==> config.mk <==
export PLATFORM = sky130hd
export DESIGN_NAME = drg_alu
export DESIGN_NICKNAME = d
export VERILOG_FILES = /design/src/rtl/drg_pkg.sv /design/src/rtl/drg_alu.sv
export SDC_FILE = /design/constraint.sdc
export NUM_CORES = 1
export LEC_CHECK = 0
export BUFFER_PORTS_ARGS = -buffer_cell sky130_fd_sc_hd__buf_2
export CORE_AREA = 2 2 81 141
export DETAILED_ROUTE_END_ITERATION = 16
export DIE_AREA = 0 0 83 143
export GPL_TIMING_DRIVEN = 0
export PLACE_DENSITY = 0.61
export SYNTH_ARGS = -nofsm -noshare
export SYNTH_HDL_FRONTEND = slang
export SYNTH_SLANG_ARGS = --single-unit
==> constraint.sdc <==
create_clock -name vclk -period 7.1
set_clock_uncertainty 0.2 [all_clocks]
set_input_delay 0.71 -clock vclk [all_inputs]
set_output_delay 0.71 -clock vclk [all_outputs]
set_load 0.02 [all_outputs]
==> src/rtl/drg_pkg.sv <==
`default_nettype none

package drg_pkg;

  localparam int TIME_BITS    = 32;
  localparam int NOTE_ENTRIES = 2048;
  localparam int SLOT_BITS    = $clog2(NOTE_ENTRIES);
  localparam int CFG_BITS     = 24;
  localparam int CFG_IDX_BITS = 2;

  localparam logic [1:0] MODE_SEQ    = 2'd0;
  localparam logic [1:0] MODE_IMPACT = 2'd1;
  localparam logic [1:0] MODE_KICK   = 2'd2;
  localparam logic [1:0] MODE_TICK   = 2'd3;

  localparam logic [3:0] CMD_NOTE_OFF = 4'h8;
  localparam logic [3:0] CMD_NOTE_ON  = 4'h9;
  localparam logic [3:0] CMD_SYSTEM   = 4'hF;

  localparam logic [CFG_IDX_BITS-1:0] REG_SPACING = 2'd0;
  localparam logic [CFG_IDX_BITS-1:0] REG_OPEN    = 2'd1;
  localparam logic [CFG_IDX_BITS-1:0] REG_KEEP    = 2'd2;
  localparam logic [CFG_IDX_BITS-1:0] REG_GAIN    = 2'd3;

  localparam logic [6:0] NOTE_DEMUTE_LIMIT = 7'd43;
  localparam logic [6:0] SNARE_FIRST       = 7'd37;
  localparam logic [6:0] SNARE_LAST        = 7'd42;
  localparam logic [6:0] HAT_FIRST         = 7'd44;
  localparam logic [6:0] HAT_LAST          = 7'd49;
  localparam logic [2:0] GROUP_LAST_K      = 3'd5;
  localparam logic [6:0] GAIN_RESET        = 7'd127;
  localparam logic [7:0] VEL_DIVISOR       = 8'd127;

  localparam logic ALU_ADD = 1'b0;
  localparam logic ALU_SUB = 1'b1;

  typedef struct packed {
    logic [1:0]  mode;
    logic [7:0]  status_byte;
    logic [6:0]  note_number;
    logic [6:0]  velocity_in;
    logic [11:0] frame_offset;
    logic [13:0] tick_samples;
  } in_item_t;

  typedef struct packed {
    logic [7:0]  out_status;
    logic [6:0]  out_note;
    logic [6:0]  out_velocity;
    logic [11:0] out_frame;
  } out_item_t;

  typedef struct packed {
    logic [19:0] spacing_frames;
    logic [23:0] open_frames;
    logic        keep_mute_after_release;
    logic [6:0]  velocity_gain;
  } cfg_t;

  typedef struct packed {
    logic                 by_impact;
    logic [TIME_BITS-1:0] ntime;
  } note_entry_t;

  typedef struct packed {
    logic                 wr_en;
    logic [SLOT_BITS-1:0] wr_addr;
    note_entry_t          wr_data;
    logic [SLOT_BITS-1:0] rd_addr;
  } mem_req_t;

  typedef struct packed {
    logic                 op;
    logic [TIME_BITS-1:0] a;
    logic [TIME_BITS-1:0] b;
    logic [TIME_BITS-1:0] limit;
  } alu_req_t;

  typedef struct packed {
    logic [TIME_BITS-1:0] res;
    logic                 lt;
    logic                 le;
  } alu_resp_t;

  // Floor of x / 127 for x up to 127 * 127, by a shift and one correction.
  function automatic logic [6:0] div127(input logic [13:0] x);
    logic [7:0] q0;
    logic [7:0] r;
    logic [7:0] q;
    q0 = {1'b0, x[13:7]};
    r  = {1'b0, x[6:0]} + q0;
    q  = q0 + ((r >= VEL_DIVISOR) ? 8'd1 : 8'd0);
    return q[6:0];
  endfunction

endpackage

`default_nettype wire

==> src/rtl/drg_alu.sv <==
`default_nettype none

module drg_alu (
  input  drg_pkg::alu_req_t  req,
  output drg_pkg::alu_resp_t resp
);
  import drg_pkg::*;

  logic [TIME_BITS-1:0] res;

  always_comb begin
    if (req.op == ALU_ADD) begin
      res = req.a + req.b;
    end else begin
      res = req.a - req.b;
    end
  end

  assign resp.res = res;
  assign resp.lt  = (res < req.limit);
  assign resp.le  = (res <= req.limit);

endmodule

`default_nettype wire

==> impl_results.md, run 1 <==
* Leak at 2.14 nW
* Final HPWL DP at 9240 µm
* Area share of the largest cell type after synthesis at 0.253
* Detailed Route Iter0 Violations at 92
* Final Power at roughly 0.63 mW
* Final hold viol count at 0
* Post-CTS Hold Buffers at 0
* Area Overhead vs Synth at 26.5%
* Antenna cells at 0
* Drt wl/cell at 14.4 µm
* Vias at roughly 3700
* Main combinational cell family by area after synthesis: compound AO/OA/AOI/OAI gates
* Mapped Area at 0.00316 mm²
* Critical-path maximum fanout at 8
* Drt first pass iters at 4
* Vias in the first global route at 3622
* Peak Freq at ~150 MHz
* Final Cycle Share at 0.959
* Max-cap violations at 0
* IO Pins at between 100 and 150
* Busiest grt layer: met2
* Critical Path Start Type: primary input
* Post-synth top cells: 64 x ha_1, 54 x a21oi_1, 52 x inv_1
* Largest net degree at the start of global routing at 11
* Worst-Margin Slew at 727 ps
* Crit Path Class: in -> out
* CP max stage delay at 580 ps
* Hold_ws at 1690 ps
* Register area at 0 µm²
* CP required at 6190 ps
* Net count after synthesis at 613
* Number of buffers and inverters on the critical path at 4
* Status: completed
* Crit-path leading delay family: simple AND/OR/NAND/NOR gates
* Setup slack at placement at 115 ps
* Minimum clock period at 6810 ps
* Crit end category: primary output
* Synth top area cells: ha_1 25%, xnor2_1 14%, a21oi_1 8.5%
* Syn Area/Cell at 7.01 µm²
* Synth Area in XOR/XNOR at 0.160
* Number of sequential cells at 0
* Rows at 50
* DRC Markers at 0
* Compound-Gate Fraction of Synth Area at 0.284
* Final worst slack at 288 ps
* Cells after synthesis at 451
* First-pass GRT wire length at about 16000 µm
* Sequential-to-total area share from yosys stat at 0
* Area leader, netlist: ha_1
* DRT Wirelength at 10200 µm
* Synth warnings at 0
* CP max stage cell: or4_4
* Met3 Use GR at 0.0214
* Setup TNS at 0 ps
* RSZ-0062 raised after global routing: false
* CP arrival at ~5900 ps
* Die Wd at 83 µm
* Post-synthesis cell type count at 55
* Hold Crit Class: in -> out
* Final net count at 745
* Synth Area in Simple Gates at 0.215
* IO buf count at 131
* Initial Utilization at 0.296
* Adder-cell share of the synthesized area at 0.259
* Die Y at 143 µm
* Max IR drop VDD at about 96 µV
* Die area at ~0.012 mm²
* Max Slew Vio Count at 0
* Final Core Density at 0.374
* Critical Path, Cell by Cell: buf_2 > or4_4 > nor3b_4 > and2b_2 > nand2_1 > nor3b_2 > nor2_1 > xnor2_1 > ha_1 > clkbuf_1 > a21oi_1 > o21ai_0 > inv_1 > nand2_1 > o22ai_1 > o41ai_1 > xnor2_1 > ha_1 > nand3_1 > or3_1 > nor2_2 > a211oi_2 > a21o_1 > buf_2
* Pwr dens at between 150 and 200 mW/mm²
* Total track usage at 0.161
* Grt ovf at 0
* Placer congestion estimate at between 0.8 and 0.9
* Initial antenna violation count at 1
* Most common cell in the netlist: ha_1
* Max_slew headroom at 0.511
* CLK BUF at 0
* Core region area at 0.0107 mm²
* Vias per inst at 5.18
* M1 GR Usage at 0.168
* Mux cell area share after synthesis at 0.00356
* M2 GR Usage at 0.343
* DRT antenna net count at 0
* Share of layout cells above drive strength 1 at 0.267
* Final setup fails at 0
[cell usage in the layout, fill, tap and decap left out, types with 2 or more instances in the layout]
cell,instances
a21oi_1,54
xnor2_1,49
clkbuf_1,8
o21bai_1,2
o21a_1,5
nand2_1,17
o22ai_1,2
nand3_1,10
or3_1,3
a31oi_1,5
nor2_1,38
a31o_2,5
ha_1,64
xor2_1,7
nor4_1,5
buf_2,132
nor3_1,9
and2_1,2
nand2b_1,6
o21ai_1,2
o211ai_1,4
nand4_1,11
inv_1,52
and3_1,3
or4_4,2
a21o_1,26
o21ai_0,16
a211oi_1,4
a211o_1,2
nor2b_1,6
[what timing repair did]
action | CTS | global route
setup buffers | 0 | 0
endpoints found under the setup margin | 0 | 2
gates resized for setup | 0 | 8
[worst paths after layout]
path  depth (start not counted)  slack [ps]      end    start
min                           5        1690  resp[2]  req[64]
max                          24         290  resp[0]  req[37]
[final cells by class]
cell class	instances	area (µm²)
plain buffers	11	46.3
multi-input cells	387	2940
fillers	1175	6700
repair buffers	131	656
well taps	130	163
inverters	52	195
[per-stage QoR]
step / instances / cell area, µm²
6_report: 711 / 4000
2_1_floorplan: 451 / 3160
5_1_grt: 711 / 4000
3_5_place_dp: 712 / 3980
3_3_place_gp: 712 / 3980
4_1_cts: 712 / 3980
[kinds of logic (layout without fill, tap and decap cells)]
| kind of cell | after synthesis | after routing |
|---|---|---|
| buf+inv | 64 | 194 |
| fa+ha+maj | 65 | 65 |
| xor+xnor | 57 | 57 |
| simple gates | 123 | 123 |
| compound gates | 141 | 141 |
| mux | 1 | 1 |
[where the power goes]
| group | total, mW | switching [mW] | leakage [nW] | internal [mW] |
|---|---|---|---|---|
| registers | 0 | 0 | 0 | 0 |
| clock network | 0 | 0 | 0 | 0 |
| logic | 0.632 | 0.378 | 2.14 | 0.254 |
| total | 0.632 | 0.378 | 2.14 | 0.254 |
[routing by layer]
metal,vias up,share of wire
met1,1662,0.36
met4,2,0.015
met5,-,0.0011
li1,1886,-
met3,13,0.060
met2,121,0.56
Power figures use the tool's default switching activity.
==> run 2, diff against run 1 <==
- BUFFER_PORTS_ARGS: -buffer_cell sky130_fd_sc_hd__buf_2 -> not set
- DONT_BUFFER_PORTS: not set -> 1
- PLACE_DENSITY: 0.61 -> 0.51
==> impl_results.md, run 2 (synthesized netlist as in run 1, its figures left out) <==
* DRT Wirelength at 9990 µm
* Die Y at 143 µm
* Final Core Density at 0.323
* DRC Markers at 0
* Drt wl/cell at 17.3 µm
* Final hold viol count at 0
* Metal-1 WL at roughly 3400 µm
* Final net count at 613
* Critical Path Start Type: primary input
* Final setup fails at 0
* Sw frac at 0.638
* Crit end category: primary output
* Most common cell after layout, fill and taps aside: ha_1
* Rows at 50
* DRT antenna net count at 0
* Area Overhead vs Synth at 9.10%
* CLK BUF at 0
* Drt first pass iters at 4
* Critical Path, Cell by Cell: or4_4 > nor3b_4 > and2b_2 > nand2_1 > nor3b_2 > and3b_2 > a21oi_1 > xnor2_1 > ha_1 > and2_1 > o21ai_0 > a21o_1 > a21oi_1 > a211o_1 > a31o_2 > o31ai_2 > xnor2_2 > ha_1 > nand3_1 > or3_4 > o21ai_2 > a211oi_4 > a21o_1
* Vias in the first global route at 3128
* Initial Utilization at 0.296
* Crit Path Class: in -> out
* Most frequent cells in the layout: 63 x ha_1, 52 x inv_1, 52 x a21oi_1, 44 x xnor2_1, 38 x nor2_1
* Sequential Power Share at 0
* Crit-path leading delay family: simple AND/OR/NAND/NOR gates
* Setup TNS at 0 ps
* Hold_sp: req[32]
* Peak Freq at ~150 MHz
* IO Pins at 131
* Cell Area, Placed at 0.00333 mm²
* Number of sequential cells at 0
* CP max stage delay at 570 ps
* Vias at 3202
* Final HPWL DP at 9020 µm
* Worst-Margin Slew at 669 ps
* RSZ-0062 raised after global routing: false
* Number of buffers and inverters on the critical path at 0
* Placed cell count at around 580
* Total track usage at 0.154
* IO buf count at 0
* Final Cycle Share at 0.956
* Critical-path maximum fanout at 5
* Core region area at 0.0107 mm²
* Antenna cells at 0
* Max-cap violations at 0
* Max Slew Vio Count at 0
* Fin area at 0.00345 mm²
* Setup Buffers After CTS at 0
* Internal Power at 0.207 mW
* Worst path depth at 23
* Hold Crit Class: in -> out
* Max_slew headroom at 0.551
* Pwr dens at approximately 170 mW/mm²
* Top Metal Used: met4
* Grt ovf at 0
* Status: completed
* Largest net degree at the start of global routing at 11
* Vias per inst at 5.53
* Leak at 1.66 nW
* Register area at 0 µm²
* Placer congestion estimate at 0.853
* Die Wd at between 80 and 90 µm
* Psw at roughly 0.36 mW
* CP max stage cell: or4_4
* CP arrival at 5880 ps
* Combinational share of power at 1.000
* Initial antenna violation count at 0
* Minimum clock period at 6790 ps
* First-pass GRT wire length at 15100 µm
* Worst hold path depth at 2
* Die area at 0.0119 mm²
* Detailed Route Iter0 Violations at 111
* Share of layout cells above drive strength 1 at 0.0891
* CP required at 6190 ps
* Max IR drop VDD at 72.5 µV
* Cell Count, Final, Fillers Out at just under 600
* Post-CTS Hold Buffers at 0
* Hold Path Sink: resp[2]
* Met3 WL at about 800 µm
* Clock share of power at 0
* WL met2 at 5740 µm
## run 2: cell types whose count changed in the layout (fill, tap and decap cells not counted), sizes merged
cell    delta
buf      -131
clkbuf     -1
## run 2: layout make-up
cell class                 count  area (µm²)
buffer                        10        42.5
inverter                      52         195
fill                        1133        7250
tap                          130         163
multi-input combinational    387        3050
## run 2: power by group through the flow
stage | sequential, mW | clock (mW) | combinational (mW)
after floorplan | 0 | 0 | 0.438
after global routing | 0 | 0 | 0.633
after global placement | 0 | 0 | 0.535
final | 0 | 0 | 0.572
after CTS | 0 | 0 | 0.561
after detailed placement | 0 | 0 | 0.545
## run 2: worst max-delay path by stage
stage / startpoint / endpoint / slack (ps)
2_1_floorplan: req[37] / resp[0] / 170
3_3_place_gp: req[37] / resp[0] / -710
3_5_place_dp: req[37] / resp[0] / -780
4_1_cts: req[37] / resp[0] / 20
5_1_grt: req[37] / resp[0] / 30
6_report: req[37] / resp[0] / 310
## run 2: timing repair
action,CTS,global route
cloned,0,0
setup endpoints to repair,2,2
pin swaps,1,3
gates resized for setup,8,18
## run 2: metrics by stage
| step | hold WS [ps] | total power [mW] | setup slack [ps] |
|---|---|---|---|
| finish | 1480 | 0.572 | 313 |
| global route | 1490 | 0.633 | 33.9 |
| CTS | 1500 | 0.561 | 18.0 |
| detailed placement | 1500 | 0.545 | -775 |
| global placement | 1500 | 0.535 | -714 |
| floorplan | 1440 | 0.438 | 168 |
## run 2: layer usage
layer  vias up  track usage
li1       1620            -
met3         4       0.0416
met1      1469        0.143
met4         0       0.0207
met2       109        0.332
met5         -            0
==> run 3, diff against run 2 <==
- CORE_AREA: 2 2 81 141 -> 3 3 82 142
- DIE_AREA: 0 0 83 143 -> 0 0 85 145
- GPL_TIMING_DRIVEN: 0 -> not set
==> impl_results.md, run 3 (synthesized netlist as in run 1, its figures left out) <==
* Setup Buffers After CTS at 0
* Vias at about 3200
* Die area at ~0.012 mm²
* IO buf count at 0
* Number of sequential cells at 0
* Area Overhead vs Synth at 5.70%
* Post-CTS Hold Buffers at 0
* Status: completed
* Crit Path Class: in -> out
* Die Wd at roughly 85 µm
* Crit end category: primary output
* Final net count at 612
* First-pass GRT wire length at 16100 µm
* Register area at 0 µm²
* Worst-Margin Slew at 710 ps
* Pwr dens at 168 mW/mm²
* Leak at ~1.6 nW
* Filler cells at 1176
* DRT antenna net count at 0
* Hold_sp: req[32]
* Critical Path Start Type: primary input
* Total track usage at 0.155
* DRC Markers at 0
* Antenna cells at 0
* Most common cell on crit path: nand2_1
* Detailed Route Iter0 Violations at ~140
* Initial Utilization at 0.296
* Vias per inst at 5.54
* Share of layout cells above drive strength 1 at 0.0603
* Max_slew headroom at 0.523
* CP max stage delay at 550 ps
* Most frequent cells in the layout: 64 x ha_1, 54 x a21oi_1, 52 x inv_1, 49 x xnor2_1, 39 x nor2_1
* IO Pins at approximately 130
* Setup TNS at 0 ps
* Number of buffers and inverters on the critical path at 2
* CP max stage cell: or4_4
* Crit-path leading delay family: simple AND/OR/NAND/NOR gates
* Core region area at roughly 0.011 mm²
* Hold Path Sink: resp[2]
* Rows at 50
* Max IR drop VDD at 74.4 µV
* Hold Crit Class: in -> out
* CP arrival at 5690 ps
* CP required at approximately 6200 ps
* Minimum clock period at 6600 ps
* Final setup fails at 0
* Placer congestion estimate at 0.861
* Most common cell after layout, fill and taps aside: ha_1
* Final hold viol count at 0
* Hold_ws at 1470 ps
* CLK BUF at 0
* Drt first pass iters at 4
* Vias in the first global route at 3391
* Final HPWL DP at about 9000 µm
* Critical Path, Cell by Cell: or4_4 > nor3b_2 > and2b_2 > nand2_1 > nor3b_2 > a21oi_1 > xnor2_1 > ha_1 > nand2_1 > o21ai_0 > inv_1 > nand2_1 > o22ai_1 > o41ai_1 > xnor2_1 > buf_4 > ha_1 > nand3_1 > or3_1 > nor2_1 > a211oi_1 > a21o_1
* DRT Wirelength at around 9900 µm
* Critical-path maximum fanout at 9
* Initial antenna violation count at 0
* Worst hold path depth at 2
* Grt ovf at 0
* Largest net degree at the start of global routing at 32
* Peak Freq at 152 MHz
* # resized after CTS at 0
* Drt wl/cell at between 15 and 20 µm
* Die Y at roughly 150 µm
* Setup slack at placement at 413 ps
* Max Slew Vio Count at 0
* Final worst slack at 499 ps
* Max-cap violations at 0
* Final Cycle Share at 0.930
* RSZ-0062 raised after global routing: false
[run 3: cell types whose count changed in the layout (fill, tap and decap cells not counted), sizes merged]
| cell | before | now |
|---|---|---|
| clkbuf | 7 | 0 |
| buf | 3 | 9 |
[run 3: worst max path at each step]
stage / startpoint / endpoint / slack (ps) / cells past startpoint
floorplan: req[37] / resp[0] / 170 / 22
detailed placement: req[37] / resp[0] / 410 / 22
CTS: req[37] / resp[0] / 420 / 22
global route: req[37] / resp[0] / 8 / 22
finish: req[37] / resp[0] / 500 / 22
global placement: req[37] / resp[0] / 500 / 22
[run 3: metal layers]
metal | routed length [µm] | up-vias | share of wire | global-route usage
met1 | 3330 | 1433 | 0.34 | 0.150
met3 | 896 | 14 | 0.090 | 0.0455
met4 | 284 | 0 | 0.029 | 0.0412
met5 | 0 | - | 0 | 0
met2 | 5410 | 127 | 0.55 | 0.306
li1 | - | 1627 | - | -
[run 3: layout make-up]
type                       instances  area (µm²)  share of cell area
timing repair buffer               9        67.6              0.0202
multi-input combinational        387        2920               0.873
tap                              130         163              0.0487
inverter                          52         195              0.0584
[run 3: per-stage QoR]
| step | std cells | power [mW] | utilization | cell area [µm²] |
|---|---|---|---|---|
| 2_1_floorplan | 451 | 0.438 | - | 3160 |
| 3_3_place_gp | 578 | 0.562 | 0.313 | 3340 |
| 3_5_place_dp | 578 | 0.569 | 0.313 | 3340 |
| 4_1_cts | 578 | 0.572 | 0.313 | 3340 |
| 5_1_grt | 578 | 0.630 | 0.313 | 3340 |
| 6_report | 578 | 0.562 | 0.313 | 3340 |
[run 3: where the power goes]
group | leakage, nW | internal (mW) | switching (mW) | total, mW
logic | 1.64 | 0.213 | 0.350 | 0.562
clock network | 0 | 0 | 0 | 0
registers | 0 | 0 | 0 | 0
