**config.mk**
```make
export PLATFORM = sky130hd
export DESIGN_NAME = drg_seq
export DESIGN_NICKNAME = d
export VERILOG_FILES = /design/src/rtl/drg_pkg.sv /design/src/rtl/drg_seq.sv
export SDC_FILE = /design/constraint.sdc
export NUM_CORES = 1
export LEC_CHECK = 0
export ABC_AREA = 1
export ABC_CLOCK_PERIOD_IN_PS = 4500
export BUFFER_PORTS_ARGS = -buffer_cell sky130_fd_sc_hd__clkbuf_2
export CAP_MARGIN = 20
export CORE_UTILIZATION = 47
export CTS_CLUSTER_SIZE = 20
export DETAILED_ROUTE_END_ITERATION = 10
export GPL_TIMING_DRIVEN = 0
export PLACE_DENSITY = 0.75
export SLEW_MARGIN = 30
export SYNTH_ARGS = -nofsm -noshare
export SYNTH_HDL_FRONTEND = slang
export SYNTH_SLANG_ARGS = --single-unit
```
**constraint.sdc**
```tcl
create_clock -name clk -period 4.5 [get_ports clk]
set_clock_uncertainty 0.05 [all_clocks]
set_input_delay 0.45 -clock clk [delete_from_list [all_inputs] [get_ports clk]]
set_output_delay 0.45 -clock clk [all_outputs]
set_load 0.01 [all_outputs]
```
**src/rtl/drg_pkg.sv**
```systemverilog
`default_nettype none

package drg_pkg;

  localparam int TIME_BITS    = 32;
  localparam int NOTE_ENTRIES = 2048;
  localparam int SLOT_BITS    = $clog2(NOTE_ENTRIES);
  localparam int CFG_BITS     = 24;
  localparam int CFG_IDX_BITS = 2;

  localparam logic [1:0] MODE_SEQ    = 2'd0;
  localparam logic [1:0] MODE_IMPACT = 2'd1;
  localparam logic [1:0] MODE_KICK   = 2'd2;
  localparam logic [1:0] MODE_TICK   = 2'd3;

  localparam logic [3:0] CMD_NOTE_OFF = 4'h8;
  localparam logic [3:0] CMD_NOTE_ON  = 4'h9;
  localparam logic [3:0] CMD_SYSTEM   = 4'hF;

  localparam logic [CFG_IDX_BITS-1:0] REG_SPACING = 2'd0;
  localparam logic [CFG_IDX_BITS-1:0] REG_OPEN    = 2'd1;
  localparam logic [CFG_IDX_BITS-1:0] REG_KEEP    = 2'd2;
  localparam logic [CFG_IDX_BITS-1:0] REG_GAIN    = 2'd3;

  localparam logic [6:0] NOTE_DEMUTE_LIMIT = 7'd43;
  localparam logic [6:0] SNARE_FIRST       = 7'd37;
  localparam logic [6:0] SNARE_LAST        = 7'd42;
  localparam logic [6:0] HAT_FIRST         = 7'd44;
  localparam logic [6:0] HAT_LAST          = 7'd49;
  localparam logic [2:0] GROUP_LAST_K      = 3'd5;
  localparam logic [6:0] GAIN_RESET        = 7'd127;
  localparam logic [7:0] VEL_DIVISOR       = 8'd127;

  localparam logic ALU_ADD = 1'b0;
  localparam logic ALU_SUB = 1'b1;

  typedef struct packed {
    logic [1:0]  mode;
    logic [7:0]  status_byte;
    logic [6:0]  note_number;
    logic [6:0]  velocity_in;
    logic [11:0] frame_offset;
    logic [13:0] tick_samples;
  } in_item_t;

  typedef struct packed {
    logic [7:0]  out_status;
    logic [6:0]  out_note;
    logic [6:0]  out_velocity;
    logic [11:0] out_frame;
  } out_item_t;

  typedef struct packed {
    logic [19:0] spacing_frames;
    logic [23:0] open_frames;
    logic        keep_mute_after_release;
    logic [6:0]  velocity_gain;
  } cfg_t;

  typedef struct packed {
    logic                 by_impact;
    logic [TIME_BITS-1:0] ntime;
  } note_entry_t;

  typedef struct packed {
    logic                 wr_en;
    logic [SLOT_BITS-1:0] wr_addr;
    note_entry_t          wr_data;
    logic [SLOT_BITS-1:0] rd_addr;
  } mem_req_t;

  typedef struct packed {
    logic                 op;
    logic [TIME_BITS-1:0] a;
    logic [TIME_BITS-1:0] b;
    logic [TIME_BITS-1:0] limit;
  } alu_req_t;

  typedef struct packed {
    logic [TIME_BITS-1:0] res;
    logic                 lt;
    logic                 le;
  } alu_resp_t;

  // Floor of x / 127 for x up to 127 * 127, by a shift and one correction.
  function automatic logic [6:0] div127(input logic [13:0] x);
    logic [7:0] q0;
    logic [7:0] r;
    logic [7:0] q;
    q0 = {1'b0, x[13:7]};
    r  = {1'b0, x[6:0]} + q0;
    q  = q0 + ((r >= VEL_DIVISOR) ? 8'd1 : 8'd0);
    return q[6:0];
  endfunction

endpackage

`default_nettype wire

```
**src/rtl/drg_seq.sv**
```systemverilog
`default_nettype none

module drg_seq (
  input  wire                  clk,
  input  wire                  rst,
  input  drg_pkg::cfg_t        cfg,
  input  wire                  in_valid,
  output logic                 in_stall,
  input  drg_pkg::in_item_t    in_data,
  output logic                 out_valid,
  input  wire                  out_stall,
  output drg_pkg::out_item_t   out_data,
  output drg_pkg::alu_req_t    alu_req,
  input  drg_pkg::alu_resp_t   alu_resp,
  output drg_pkg::mem_req_t    mem_req,
  input  drg_pkg::note_entry_t mem_rd
);
  import drg_pkg::*;

  localparam logic [2:0] S_CLEAR  = 3'd0;
  localparam logic [2:0] S_IDLE   = 3'd1;
  localparam logic [2:0] S_DECODE = 3'd2;
  localparam logic [2:0] S_CMP0   = 3'd3;
  localparam logic [2:0] S_GRP    = 3'd4;
  localparam logic [2:0] S_TICK   = 3'd5;
  localparam logic [2:0] S_WRITE  = 3'd6;
  localparam logic [2:0] S_EMIT   = 3'd7;

  logic [2:0]           state;
  logic [SLOT_BITS-1:0] clr_addr;
  in_item_t             item;
  logic [TIME_BITS-1:0] frame_counter;
  logic [TIME_BITS-1:0] kick_start;
  logic [TIME_BITS-1:0] tsum;
  logic                 kick_held;
  logic                 muting_active;
  logic [2:0]           grp_k;
  logic [13:0]          prod;

  logic [3:0]           cmd;
  logic [3:0]           chan;
  logic                 is_impact;
  logic                 in_snare;
  logic                 in_hat;
  logic [6:0]           grp_first;
  logic                 demute;
  logic [TIME_BITS-1:0] now;
  logic [SLOT_BITS-1:0] own_slot;
  logic                 out_load;
  logic                 in_accept;

  assign cmd       = item.status_byte[7:4];
  assign chan      = item.status_byte[3:0];
  assign is_impact = (item.mode == MODE_IMPACT);
  assign in_snare  = (chan == 4'd0) && (item.note_number >= SNARE_FIRST) &&
                     (item.note_number <= SNARE_LAST);
  assign in_hat    = (chan == 4'd0) && (item.note_number >= HAT_FIRST) &&
                     (item.note_number <= HAT_LAST);
  assign grp_first = in_snare ? SNARE_FIRST : HAT_FIRST;
  assign demute    = !is_impact && !kick_held && muting_active && (cmd == CMD_NOTE_ON) &&
                     (chan <= 4'd1) && (item.note_number < NOTE_DEMUTE_LIMIT);
  assign now       = is_impact ? frame_counter : tsum;
  assign own_slot  = {chan, item.note_number};
  assign in_stall  = (state != S_IDLE);
  assign in_accept = in_valid && !in_stall;
  assign out_load  = (state == S_EMIT) && (!out_valid || !out_stall);

  always_comb begin
    alu_req = '0;
    unique case (state)
      S_DECODE: begin
        alu_req.op = ALU_ADD;
        alu_req.a  = frame_counter;
        if (item.mode == MODE_TICK) begin
          alu_req.b = TIME_BITS'(item.tick_samples);
        end else begin
          alu_req.b = TIME_BITS'(item.frame_offset);
        end
      end
      S_TICK: begin
        alu_req.op    = ALU_SUB;
        alu_req.a     = frame_counter;
        alu_req.b     = kick_start;
        alu_req.limit = TIME_BITS'(cfg.open_frames);
      end
      default: begin
        alu_req.op    = ALU_SUB;
        alu_req.a     = now;
        alu_req.b     = mem_rd.ntime;
        alu_req.limit = TIME_BITS'(cfg.spacing_frames);
      end
    endcase
  end

  always_comb begin
    mem_req = '0;
    unique case (state)
      S_CLEAR: begin
        mem_req.wr_en   = 1'b1;
        mem_req.wr_addr = clr_addr;
        mem_req.rd_addr = own_slot;
      end
      S_WRITE: begin
        mem_req.wr_en             = 1'b1;
        mem_req.wr_addr           = own_slot;
        mem_req.wr_data.by_impact = is_impact;
        mem_req.wr_data.ntime     = tsum;
        mem_req.rd_addr           = own_slot;
      end
      S_CMP0: begin
        mem_req.rd_addr = {4'd0, grp_first};
      end
      S_GRP: begin
        mem_req.rd_addr = {4'd0, 7'(grp_first + 7'(grp_k) + 7'd1)};
      end
      default: begin
        mem_req.rd_addr = own_slot;
      end
    endcase
  end

  always_ff @(posedge clk) begin
    if (rst) begin
      state         <= S_CLEAR;
      clr_addr      <= '0;
      frame_counter <= '0;
      kick_start    <= '0;
      kick_held     <= 1'b0;
      muting_active <= 1'b0;
      out_valid     <= 1'b0;
      grp_k         <= '0;
    end else begin
      if (out_valid && !out_stall && !out_load) begin
        out_valid <= 1'b0;
      end
      unique case (state)
        S_CLEAR: begin
          clr_addr <= clr_addr + SLOT_BITS'(1);
          if (clr_addr == SLOT_BITS'(NOTE_ENTRIES - 1)) begin
            state <= S_IDLE;
          end
        end
        S_IDLE: begin
          if (in_accept) begin
            item  <= in_data;
            state <= S_DECODE;
          end
        end
        S_DECODE: begin
          tsum  <= alu_resp.res;
          grp_k <= '0;
          if (item.mode == MODE_TICK) begin
            frame_counter <= alu_resp.res;
            state         <= S_TICK;
          end else if (item.mode == MODE_KICK) begin
            state <= S_IDLE;
            if (cmd == CMD_NOTE_ON) begin
              kick_held     <= 1'b1;
              kick_start    <= alu_resp.res;
              muting_active <= 1'b0;
            end else if (cmd == CMD_NOTE_OFF) begin
              kick_held <= 1'b0;
              if (!cfg.keep_mute_after_release) begin
                muting_active <= 1'b0;
              end
            end
          end else if (cmd == CMD_SYSTEM) begin
            state <= S_IDLE;
          end else begin
            if (demute) begin
              muting_active <= 1'b0;
            end
            if (cmd != CMD_NOTE_ON) begin
              state <= S_EMIT;
            end else if (is_impact || !muting_active || demute) begin
              state <= S_CMP0;
            end else begin
              state <= S_IDLE;
            end
          end
        end
        S_CMP0: begin
          if (alu_resp.le && mem_rd.by_impact) begin
            state <= S_IDLE;
          end else if (in_snare || in_hat) begin
            state <= S_GRP;
          end else begin
            state <= S_WRITE;
          end
        end
        S_GRP: begin
          grp_k <= grp_k + 3'd1;
          if (alu_resp.le && (is_impact || mem_rd.by_impact)) begin
            state <= S_IDLE;
          end else if (grp_k == GROUP_LAST_K) begin
            state <= S_WRITE;
          end
        end
        S_TICK: begin
          if (kick_held && !alu_resp.lt) begin
            muting_active <= 1'b1;
          end
          state <= S_IDLE;
        end
        S_WRITE: begin
          prod  <= 14'(item.velocity_in * cfg.velocity_gain);
          state <= S_EMIT;
        end
        S_EMIT: begin
          if (out_load) begin
            out_valid <= 1'b1;
            state     <= S_IDLE;
          end
        end
      endcase
    end
  end

  always_ff @(posedge clk) begin
    if (out_load) begin
      out_data.out_status <= item.status_byte;
      out_data.out_note   <= item.note_number;
      out_data.out_velocity <= (cmd == CMD_NOTE_ON) ? div127(prod) : item.velocity_in;
      out_data.out_frame  <= is_impact ? 12'd0 : item.frame_offset;
    end
  end

`ifndef SYNTHESIS
  a_accept_decode: assert property (@(posedge clk) disable iff (rst)
    in_accept |=> state == S_DECODE)
    else $error("accepted item did not enter decode");
  a_clear_stalls: assert property (@(posedge clk) disable iff (rst)
    state == S_CLEAR |-> in_stall && !out_valid)
    else $error("activity during memory clear");
  a_write_states: assert property (@(posedge clk) disable iff (rst)
    mem_req.wr_en |-> (state == S_WRITE || state == S_CLEAR))
    else $error("note memory written outside write or clear");
  a_group_range: assert property (@(posedge clk) disable iff (rst)
    state == S_GRP |-> grp_k <= GROUP_LAST_K)
    else $error("group scan ran past its last entry");
`endif

endmodule

`default_nettype wire

```
==> results of run 1 <==
==> per-stage QoR <==
step / utilization / area [um2]
after floorplan: - / 11240
after global placement: 0.5713 / 13410
after detailed placement: 0.5770 / 13540
after CTS: 0.6116 / 14360
after global routing: 0.6108 / 14340
final: 0.6109 / 14340
==> synthesized netlist by cell type (all sizes together), types with 10 or more instances <==
master,count,share of area
clkbuf,28,0.0094
a21oi,44,0.020
o21ai,99,0.044
fa,25,0.045
ha,46,0.051
buf,36,0.017
nor2,235,0.082
o21a,32,0.021
nand2,208,0.071
edfxtp,130,0.35
inv,162,0.054
dfxtp,84,0.15
a22o,38,0.030
xor2,12,0.0094
o22ai,10,0.0056
nand3,39,0.017
==> registers in the layout, indices dropped and copies added, names as in the netlist <==
signal / count
prod: 14
item: 42
frame_counter: 32
chan: 4
grp_k: 3
clr_addr: 11
state: 3
kick_held: 1
muting_active: 1
kick_start: 32
out_data: 34
tsum: 32
out_valid: 1
cmd: 4
==> cells by family (layout without fill, tap and decap cells) <==
| family | Yosys count | in the layout | share of synthesized area |
|---|---|---|---|
| buffers and inverters | 226 | 621 | 0.08076 |
| other | 1 | 9 | 0.0003343 |
| adders and majority gates | 71 | 71 | 0.09593 |
| DFF | 214 | 214 | 0.4979 |
| xor gates and xnor gates | 16 | 16 | 0.01249 |
| and+or+nand+nor | 503 | 503 | 0.1824 |
| AOI/OAI and AO/OA | 238 | 238 | 0.1302 |
==> layer usage <==
metal	global-route usage	wire [um]	vias to the layer above
li1	-	-	4933
met1	0.3719	15060	4804
met2	0.4458	15720	462
met3	0.03489	2271	65
met4	0.08310	884	2
met5	0	13	-
==> cells in the final DEF, fill, tap and decap left out, types with 10 or more instances in the layout <==
cell type  synthesis  final
o22ai_1           10     10
nand3_1           39     39
a21oi_1           44     44
dfxtp_1           84     84
clkbuf_16          0     27
nand2_1          204    204
o21ai_0           94     94
buf_2             22     22
xor2_1            12     12
clkbuf_2           0    353
fa_1              25     25
o21a_1            32     32
inv_1            155    155
clkbuf_1          28     28
edfxtp_1         130    130
ha_1              46     46
a22o_1            38     38
nor2_1           229    225
==> power by group <==
| group | internal, mW | switching (mW) | total [mW] | leakage, nW |
|---|---|---|---|---|
| Combinational | 0.188 | 0.239 | 0.428 | 4.96 |
| Sequential | 2.08 | 0.00176 | 2.09 | 1.85 |
| Clock | 1.21 | 0.770 | 1.98 | 0.396 |
| Total | 3.49 | 1.01 | 4.50 | 7.20 |
==> final timing paths <==
path,startpoint,end
max,item[26]$_DFFE_PP_,prod[11]$_DFFE_PP_
max reg2reg,item[26]$_DFFE_PP_,prod[11]$_DFFE_PP_
min reg2reg,cmd[3]$_DFFE_PP_,out_data[33]$_DFFE_PP_
min,in_data[33],item[33]$_DFFE_PP_
==> area by class of cell <==
type / count / area share
sequential: 214 / 0.3895
clock buffer: 33 / 0.04938
antenna: 1 / 0.0001745
inverter: 162 / 0.04240
timing repair buffer: 357 / 0.1309
buffer: 59 / 0.01946
clock inverter: 10 / 0.007242
multi-input combinational: 836 / 0.3331
tap: 319 / 0.02783
==> flow_metrics.tcl, run 1 <==
set metrics [dict create \
    ys_seq_elements 214 \
    synthCells 1269 \
    vias 10266 \
    crit_arrival_ps 4470 \
    antenna_left 0 \
    crit_cells 12 \
    port_buffers 353 \
    p_per_area_mw_per_mm2 313.6 \
    crit_path_end_kind "register" \
    grt_pass1_wl_um 50540 \
    ys_warn_count 0 \
    die_width_um 156.5 \
    power.total_mw 4.497 \
    rsz0062_at_grt "false" \
    drt_iter0_markers 766 \
    hold_slack_ps 62.28 \
    critPathBufInv 1 \
    row_count 56 \
    clock_sinks 214 \
    start_kind "register" \
    cp_common_cell "fa_1" \
    antenna_found_initial 2 \
    clk_latency_ps 510 \
    routed_wl_um 33950 \
    slowest_delay_ps 550 \
    slowest_stage "fa_1" \
    synth_cell_type_count 43 \
    cts_max_path_buffers 3 \
    cts_tree "yes" \
    cts_htree_levels 1 \
    track_usage 0.2708 \
    gp_congestion 0.8785 \
    die_area_mm2 0.02449 \
    path_cells "nand2_1 -> fa_1 -> fa_1 -> fa_1 -> inv_1 -> fa_1 -> ha_1 -> a21oi_1 -> o21ai_0 -> a21oi_1 -> o21ai_0 -> xor2_1" \
    synth_edf_count 130 \
    tightest_slew_ps 651.2 \
    r2r_cells 12 \
    dr.pass1.iters 5 \
    nFillCells 2026 \
    critPathKind "reg2reg" \
    async_flop_share 0 \
    hp-class "in2reg" \
    reg2reg_slack_ps 230 \
    cts_buffers 24 \
    gr-total-overflow 0 \
    grt_pass1_vias 9607 \
    drc_errors 0 \
    synthFlopType "edfxtp_1" \
    area_growth_pct 27.84 \
    start_util 0.4779 \
    worstHoldPathCells 1 \
    drive_gt1_frac 0.2681 \
    slew_viol_final 0 \
    grt_max_degree 24 \
    cts.root.buffer_cell "clkbuf_16" \
    wl_per_cell_um 17.05 \
    fin_setup_tns_ps 0 \
    setup_viol 0 \
    maxCapViolCount 0 \
    cts_hold_buf 0 \
    final_cells 1991 \
    fmax_mhz 234.4 \
    coreArea_mm2 0.02347 \
    multiInputGateArea_mm2 0.004777 \
    cts_setup_buffers 0 \
    p_leak_nw 7.205 \
    io_pins 362 \
    nets 1898 \
    timing.final.crit_share 0.9482 \
    syn-cell-area_mm2 0.01122 \
    layout_min_cycle_time_ps 4267 \
    final-seq-area_mm2 0.005585 \
    ys_seq_area_frac 0.4979 \
    required_ps 4700 \
    cp_max_fo 8 \
    dp_slack_ps 120.1 \
    dieHeight_um 156.5 \
    peakVddDrop_v 0.0002878 \
    cpLargestDelayFamily "adder cells" \
    cts-resized-gates 0 \
    synth.avg_cell_area_um2 8.839 \
    slew_headroom 0.5654 \
    dp.cells 1952 \
    hold_violations 0 \
    dpl.hpwl_um 26610 \
    clk_pin_slew_ps 60 \
    status "finished, final reports clean" \
    timing.final.ws_setup_ps 233.0 \
    vias_per_cell 5.156 \
]
(Power assumes the default switching activity.)
==> run 2, diff against run 1 <==
Settings changed: CORE_MARGIN set to 8.
==> run 2 against run 1 <==
Sequential share of layout area rose by 0.15 points. Design area fell by 0.38%. Combinational power barely moved. Register-to-register slack improved by 40 ps.
==> flow_metrics.tcl, run 2 (synthesis gave the netlist of run 1 again) <==
set metrics [dict create \
    p_leak_nw 7.171 \
    post_dp_cell_area_mm2 0.01354 \
    vias 10078 \
    dieHeight_um 170.5 \
    netSwitchingFraction 0.2322 \
    start_kind "register" \
    hold_violations 0 \
    slowest_stage "fa_1" \
    cts_buffers 24 \
    clk_pin_slew_ps 60 \
    power_frac_clock 0.427 \
    path_cells "clkbuf_1 -> nand2_1 -> fa_1 -> fa_1 -> fa_1 -> inv_1 -> fa_1 -> ha_1 -> a21oi_1 -> o21ai_0 -> a21oi_1 -> o21ai_0 -> xor2_1" \
    maxCapViolCount 0 \
    track_usage 0.2390 \
    cts_max_path_buffers 3 \
    largest_reg_flops 42 \
    finish.instance_area_mm2 0.01429 \
    required_ps 4690 \
    dr.pass1.iters 5 \
    area_growth_pct 27.36 \
    crit_arrival_ps 4420 \
    hp-class "in2reg" \
    drive_gt1_frac 0.2657 \
    peakVddDrop_v 0.0002917 \
    rsz0062_at_grt "false" \
    finalCoreUtilization 0.6086 \
    final_cell_mix "353 x clkbuf_2, 225 x nor2_1, 204 x nand2_1, 155 x inv_1, 130 x edfxtp_1" \
    timing.final.crit_share 0.9404 \
    hold_slack_ps 48.46 \
    combPwrFrac 0.097 \
    layout_commonest_cell "clkbuf_2" \
    power.total_mw 4.381 \
    nets 1898 \
    tightest_slew_ps 683.1 \
    vias_per_cell 5.057 \
    cts_hold_buf 0 \
    dpl.hpwl_um 29130 \
    clk_latency_ps 530 \
    grt_max_degree 26 \
    p_int_mw 3.364 \
    status "finished, final reports clean" \
    cts_htree_levels 1 \
    dp.cells 1952 \
    p_sw_mw 1.017 \
    met1_length_um 15370 \
    drc_errors 0 \
    final_cells 1993 \
    row_count 56 \
    grt_pass1_wl_um 54410 \
    coreArea_mm2 0.02347 \
    io_pins 362 \
    slew_viol_final 0 \
    fin_setup_tns_ps 0 \
    cp_max_fo 8 \
    fmax_mhz 236.3 \
    start_util 0.4779 \
    seqPwrFrac 0.476 \
    worstHoldPathCells 1 \
    wl_met3_um 2883 \
    final-seq-area_mm2 0.005585 \
    setup_viol 0 \
    top_layer "met4" \
    wl_met2_um 17070 \
    reg.largest.list "item x42, out_data x34" \
    layout_min_cycle_time_ps 4232 \
    clock_sinks 214 \
    die_width_um 170.5 \
    critPathKind "reg2reg" \
    cp_common_cell "fa_1" \
    dp_slack_ps 159.4 \
    antenna_found_initial 2 \
    crit_path_end_kind "register" \
    wl_per_cell_um 18.05 \
    crit_cells 13 \
    cts.root.buffer_cell "clkbuf_16" \
    slowest_delay_ps 540 \
    critPathBufInv 2 \
    cpLargestDelayFamily "adder cells" \
    p_per_area_mw_per_mm2 306.7 \
    timing.final.ws_setup_ps 268.3 \
    nFillCells 2063 \
    regMostFlops "item" \
    grt_pass1_vias 9970 \
    multiInputGateArea_mm2 0.004777 \
    cts_tree "yes" \
    port_buffers 353 \
    routed_wl_um 35970 \
    drt_iter0_markers 738 \
    r2r_cells 13 \
    slew_headroom 0.5441 \
    antenna_left 0 \
    die_area_mm2 0.02907 \
    gp_congestion 0.9012 \
    gr-total-overflow 0 \
]
run 2: power groups by stage:
stage                     logic (mW)  registers [mW]  clock network (mW)
final                          0.425            2.09                1.87
after global placement         0.414            2.13                   0
after floorplan                0.241            2.13                   0
after CTS                      0.426            2.09                1.89
after detailed placement       0.423            2.13                   0
after global routing           0.476            2.09                1.97
run 2: area by class of cell:
cell class / instances / share of cell area
repair buffers: 357 / 0.1314
inverters: 162 / 0.04256
plain buffers: 59 / 0.01953
diodes: 3 / 0.0005255
clock inverters: 16 / 0.009897
clock buffers: 27 / 0.04283
well taps: 319 / 0.02794
flip-flops and latches: 214 / 0.3910
multi-input cells: 836 / 0.3344
run 2: metal layers:
layer,GRT usage,vias to the layer above
met5,0,-
met4,0.05873,0
met3,0.04981,41
met2,0.3962,436
met1,0.3151,4654
li1,-,4947
run 2: path summary, 6_finish.rpt:
path	start	endpoint	slack, ps
min	in_data[34]	item[34]$_DFFE_PP_	50
max	item[31]$_DFFE_PP_	prod[13]$_DFFE_PP_	270
max reg2reg	item[31]$_DFFE_PP_	prod[13]$_DFFE_PP_	270
min reg2reg	clr_addr[2]$_SDFFE_PP0N_	clr_addr[2]$_SDFFE_PP0N_	410
run 2: what timing repair did:
item                                    in CTS  in global routing
gates resized for setup                      0                  0
endpoints found under the setup margin       0                  3
buffers inserted                             0                  0
